**config.mk**
```make
export PLATFORM = sky130hd
export DESIGN_NAME = cau_divider
export DESIGN_NICKNAME = d
export VERILOG_FILES = /design/src/hdl/cau_pkg.sv /design/src/hdl/cau_divider.sv
export SDC_FILE = /design/constraint.sdc
export NUM_CORES = 2
export LEC_CHECK = 0
export BUFFER_PORTS_ARGS = -buffer_cell sky130_fd_sc_hd__buf_2
export CORE_UTILIZATION = 50
export CTS_CLUSTER_DIAMETER = 80
export DETAILED_ROUTE_END_ITERATION = 10
export PLACE_DENSITY = 0.75
export SETUP_SLACK_MARGIN = 0.02
export SLEW_MARGIN = 20
export SYNTH_ARGS = -nofsm -noshare
export SYNTH_HDL_FRONTEND = slang
export SYNTH_SLANG_ARGS = --single-unit
```
**constraint.sdc**
```tcl
create_clock -name i_clk -period 4.8 [get_ports i_clk]
set_input_delay 0.96 -clock i_clk [delete_from_list [all_inputs] [get_ports i_clk]]
set_output_delay 0.96 -clock i_clk [all_outputs]
set_load 0.01 [all_outputs]
```
**src/hdl/cau_pkg.sv**
```systemverilog
package cau_pkg;

    // default field width and fraction bits
    localparam int DEF_WIDTH     = 16;
    localparam int DEF_FRAC_BITS = 8;

    // opcode codes
    localparam int          OP_W   = 2;
    localparam logic [1:0]  OP_ADD = 2'd0;
    localparam logic [1:0]  OP_SUB = 2'd1;
    localparam logic [1:0]  OP_MUL = 2'd2;
    localparam logic [1:0]  OP_DIV = 2'd3;

    // output flag width in tuser
    localparam int FLAG_W = 2;

endpackage

```
**src/hdl/cau_divider.sv**
```systemverilog
module cau_divider #(
    parameter int WIDTH     = cau_pkg::DEF_WIDTH,
    parameter int FRAC_BITS = cau_pkg::DEF_FRAC_BITS
) (
    input  logic                 i_clk,
    input  logic                 i_ce,
    input  logic [2*WIDTH-1:0]   i_num_re,
    input  logic [2*WIDTH-1:0]   i_num_im,
    input  logic [2*WIDTH-1:0]   i_den,
    output logic [WIDTH+1:0]     o_quo_re,
    output logic [WIDTH+1:0]     o_quo_im,
    output logic                 o_ovf_re,
    output logic                 o_ovf_im
);

    localparam int PW = 2 * WIDTH;
    localparam int NQ = WIDTH + 2;
    localparam int DW = PW + FRAC_BITS + 1;
    localparam int HW = DW - NQ;
    localparam int CW = (HW > PW) ? HW : PW;

    logic [PW-1:0] w_num [0:1];

    logic [PW-1:0] r_rem [0:1][0:NQ];
    logic [NQ-1:0] r_low [0:1][0:NQ];
    logic [NQ-1:0] r_q   [0:1][0:NQ];
    logic          r_ovf [0:1][0:NQ];
    logic [PW-1:0] r_den [0:NQ];

    assign w_num[0] = i_num_re;
    assign w_num[1] = i_num_im;

    // shared divisor travels with the lanes
    always_ff @(posedge i_clk) begin
        if (i_ce) begin
            r_den[0] <= i_den;
            for (int k = 1; k <= NQ; k++) begin
                r_den[k] <= r_den[k-1];
            end
        end
    end

    genvar l, k;
    generate
        for (l = 0; l < 2; l++) begin : g_lane
            logic [DW-1:0] w_dvd;
            logic [HW-1:0] w_hi;
            logic          w_ovf;

            // dividend is the magnitude scaled by 2^(frac+1)
            assign w_dvd = {w_num[l], {(FRAC_BITS+1){1'b0}}};
            assign w_hi  = w_dvd[DW-1:NQ];
            assign w_ovf = CW'(w_hi) >= CW'(i_den);

            // first stage: overflow check and starting remainder
            always_ff @(posedge i_clk) begin
                if (i_ce) begin
                    r_ovf[l][0] <= w_ovf;
                    r_rem[l][0] <= w_ovf ? '0 : PW'(w_hi);
                    r_low[l][0] <= w_dvd[NQ-1:0];
                    r_q[l][0]   <= '0;
                end
            end

            // one quotient bit per stage, restoring
            for (k = 1; k <= NQ; k++) begin : g_stage
                logic [PW:0] w_try;
                logic [PW:0] w_diff;
                logic        w_ge;

                assign w_try  = {r_rem[l][k-1], r_low[l][k-1][NQ-k]};
                assign w_ge   = w_try >= {1'b0, r_den[k-1]};
                assign w_diff = w_try - {1'b0, r_den[k-1]};

                always_ff @(posedge i_clk) begin
                    if (i_ce) begin
                        r_rem[l][k] <= w_ge ? w_diff[PW-1:0] : w_try[PW-1:0];
                        r_low[l][k] <= r_low[l][k-1];
                        r_q[l][k]   <= {r_q[l][k-1][NQ-2:0], w_ge};
                        r_ovf[l][k] <= r_ovf[l][k-1];
                    end
                end
            end
        end
    endgenerate

    assign o_quo_re = r_q[0][NQ];
    assign o_quo_im = r_q[1][NQ];
    assign o_ovf_re = r_ovf[0][NQ];
    assign o_ovf_im = r_ovf[1][NQ];

endmodule

```
# Word-level counts from Yosys, hierarchy flattened
# Memory sizes are Yosys's and may differ from the RTL's.
# Index checks and enable logic that the tools add are counted.
totals:
  mem_count: 5
  in_bits: 98
  register_bits: 0
  out_inout_bits: 38
  word_cells: 119
  mem_bits_rw: 3158
classes:
  mux: 40
  n_lt_le_gt_ge: 38
  addsub: 36
mem_list:
  columns: ["name", "words", "width", "read_ports", "rd_clocked_by_memory_dff", "write_ports", "line_no", "text"]
  rows:
  - ["r_rem", 2, 599, 2, 0, 2, "cau_divider.sv:24", "logic [PW-1:0] r_rem [0:1][0:NQ];"]
  - ["r_low", 2, 333, 2, 0, 2, "cau_divider.sv:25", "logic [NQ-1:0] r_low [0:1][0:NQ];"]
  - ["r_q", 2, 324, 2, 0, 2, "cau_divider.sv:26", "logic [NQ-1:0] r_q [0:1][0:NQ];"]
  - ["r_den", 19, 32, 18, 0, 19, "cau_divider.sv:28", "logic [PW-1:0] r_den [0:NQ];"]
  - ["r_ovf", 2, 19, 2, 0, 2, "cau_divider.sv:27", "logic r_ovf [0:1][0:NQ];"]
op_table:
  columns: ["operator", "count"]
  rows:
  - ["$ge 33x32->1", 36]
  - ["$mux 32", 36]
  - ["$sub 32x32->32", 36]
  - ["$ge 23x32->1", 2]
  - ["$mux 23", 2]
  - ["$mux 1", 2]

# Depth between registers and ports, before layout
# An unclocked memory read counts as a cell.
depth:
  depth_word: 3
  depth_mapped: 16
  mapped_depth_nobuf: 14

# Worst setup path after synthesis
# No wires, ideal clock.
synth_timing:
  kind: "register to register"
  start: "mem r_den[11][1] in the netlist's numbering"
  end: "mem r_rem[1][206] in the netlist's numbering (data pin)"
  period_less_slack_ps: 3502
  setup_time_ps: 262
  slack_ps: 1298
  t_arrival_ps: 3240
  path_buffers: 1
  path_stages_with_launch: 14
  required_time_ps: 4538
  cell_sequence: "edfxtp_1 -> inv_1 -> ha_1 -> nor2b_1 -> o31a_1 -> o21bai_1 -> a21oi_1 -> o211a_1 -> o2111ai_1 -> a31oi_1 -> a41o_1 -> a2111oi_4 -> buf_4 -> mux2_1"
synth_rtl:
  columns: ["element", "line_no"]
  rows:
  - ["start, declared", "cau_divider.sv:28"]
  - ["end, declared", "cau_divider.sv:24"]

==> impl_metrics.ini <==
[clocking]
ctsHtreeMaxLevel = 4
clk-insertion-delay-late_ns = 0.99
cts_inserted_buffers = 239
cts.clk_slew.worst_paths_ns = 0.07
clock_tree.buffer_depth = 4
cts_tree = built
clk_root_buffer_cell = clkbuf_16
hold_fix_buffers_at_cts = 0
tritoncts_num_sinks = 2180
cts_post_setup_buffers_inserted = 0
post_cts_resize_count = 0

[floorplan]
num_io_pins = 136
initial_cell_density_of_the_core_pct = 50.4
core.rowCount = 190
fp.coreArea_um2 = 269000
die_y_um = 522
die_area_um2 = 273000
width_of_the_chip_um = 522

[timing]
timing.max_slew.rel_slack_pct = 21.7
max_clock_skew_ns = 0.118
max_clock_freq_mhz = 222
tns_ns = 0
layout_min_cycle_time_ns = 4.49
timing.final.crit_share_pct = 93.6
grt_setup_unrepaired = false
final_hold_viol_count = 0
timing_max_transition_violations_final = 0
final-setup-viol-count = 0
tightest_slew_ns = 1.14
fin_worst_hold_slack_ns = 0.173

[logic_synthesis]
ys_seq_area_share_pct = 48.3
synthDistinctLibCells = 107
synth_top_cells_by_count = 2,180 x edfxtp_1, 1,180 x ha_1, 1,134 x a21oi_1, 909 x inv_1, 884 x nand2_1
synth_area_leader_cell = edfxtp_1
syn-mean-instance-area_um2 = 10.9
synth_adder_area_share_pct = 11.4
synth_edf_count = 2180
syn_nets = 13782
postSynth.topFlopCell = edfxtp_1
combinational_family_with_the_most_area_after_synthesis = compound AO/OA/AOI/OAI gates
synth_xor_xnor_area_share_pct = 5.77
synthesis.yosys.warnings = 0
postSynthRegisterBits = 2180
yosysMostFrequentCell = edfxtp_1
synth_compound_gate_area_share_pct = 16.5
synthArstFlopShare_pct = 0
synthMuxAreaShare_pct = 3.98
yosys.area_share.simple_pct = 10.4
share_of_the_synthesized_area_in_the_top_cell_type_pct = 48.3
post_synth_instance_area_um2 = 135000
syn_inst = 12470
synthTopCellsByArea = edfxtp_1 48%, ha_1 11%, a21oi_1 4.2%

[flow_run]
max_cap_violations = 0

[critical_path]
criticalPathCategory = reg2reg
worst_ep_required_time_ns = 5.45
critical_path_peak_fanout = 61
cp_data_arrival_time_ns = 5.15
cp-start-kind = flip-flop
setup.worst_path.end_class = flip-flop

[place]
globalplace.congestion = 1.02
buffer_ports.inserted = 135
hpwl_after_detailed_placement_um = 306000

[route]
routed-via-count = 97810
route.detailed.wl_per_inst_um = 23.3
antenna_violating_nets_left = 0
detailedRoute.firstIterationViolations = 9276
postRouteWirelength_um = 385000
route.detailed.vias_per_inst = 5.91
drt-pass1-iter-count = 6
drcViolationCount = 0

[global_routing]
grt_use_total_pct = 27.6
grt_first_pass_wirelength_um = 571000
grt_antenna_before_repair = 9
grt_max_degree = 100
first_global_vias = 94302
grt.overflow.total = 0

[power]
worst_ir_drop_vdd_v = 0.000355
power.density_cell_area_nw_per_um2 = 681
power.static_leakage_uw = 0.0615

[worst_hold_path]
holdCritPathClass = in2reg

[run_status]
status = finished, final reports clean

[layout]
final_nets = 14096
area_growth_syn_to_layout_pct = 10.8
post_route_cells_drive_above_1_share_pct = 10.4
final_core_utilization_pct = 55.9
## layout make-up
cell class                 count  area, µm²
antenna                       10       25.0
clock buffer                 271       6140
clock inverter               168       1930
fill                       22718     119000
inverter                     913       3430
multi-input combinational   9048      65200
sequential                  2180      65500
tap                         3552       4440
timing repair buffer         402       3360
## metal layers
layer  global-route usage, %  vias up  part of all wire (%)
met5                       0        -                     0
met4                    17.8        0                   7.4
met3                    3.93      846                   6.6
met2                    45.6     3461                    46
met1                    34.0    46550                    40
li1                        -    46953                     -
## through the flow
stage | cell area [µm²] | instances | total power, µW | setup WS [ns]
global placement | 142000 | 16095 | 82000 | 0.391
detailed placement | 142000 | 16095 | 82300 | 0.377
finish | 150000 | 16544 | 102000 | 0.305
global route | 150000 | 16540 | 108000 | 0.209
floorplan | 135000 | 12470 | 66800 | 1.30
CTS | 150000 | 16534 | 102000 | 0.357
## path summary, 6_finish.rpt
check,startpoint,end,slack (ns),depth (start not counted)
max,r_den[11][1],r_rem[1][206],0.31,13
min,i_num_re[6],r_low[0][330],0.17,1
max reg2reg,r_den[11][1],r_rem[1][206],0.31,13
min reg2reg,r_den[14][16],r_den[15][16],0.37,0
## kinds of logic after synthesis
group | Yosys count
xor+xnor | 893
mux | 482
buf+inv | 1242
flops | 2180
compound gates | 3550
fa+ha+maj | 1214
simple gates | 2909
## flip-flops by register name, indices dropped and copies added, names as in the netlist
register / cells
r_q: 342
r_rem: 1134
r_den: 576
r_low: 90
r_ovf: 38
## critical path: stages (launching register included)
cell	delay (ns)
edfxtp_1	0.89
inv_1	0.16
ha_1	0.33
nor2b_1	0.15
o31a_1	0.29
o21bai_1	0.22
a21oi_1	0.15
o211a_1	0.28
o2111ai_1	0.24
a31oi_1	0.14
a41o_1	0.29
a2111oi_4	0.41
buf_12	0.28
mux2_1	0.37
## cell usage in the layout, fill, tap and decap left out, types with 43 or more instances in the layout
cell type     n
ha_1       1180
clkinv_1     46
o211ai_1     46
clkinv_2     43
nand2_1     883
clkbuf_16   241
nand3_1     206
o21ai_0     801
a21oi_1    1132
buf_12       54
xnor2_1     525
xor2_1      368
nand4_1     174
mux2_2      438
and2_1      104
inv_1       909
a211oi_1     75
a21o_1      575
buf_4       214
nand2b_1    147
nor3_1      146
edfxtp_1   2180
nor2_1      712
o21a_1      139
buf_2       134
nor2b_1     194
a31oi_1     102
and3_1      108
o31ai_1      91
o21bai_1    129
## power by group
part	switching, µW	internal (µW)	leakage (µW)
clock network	7930	11100	0.00392
registers	4420	28900	0.0213
logic	28300	21500	0.0362
total	40700	61500	0.0615
No activity file was read; power rests on OpenSTA's default activity.
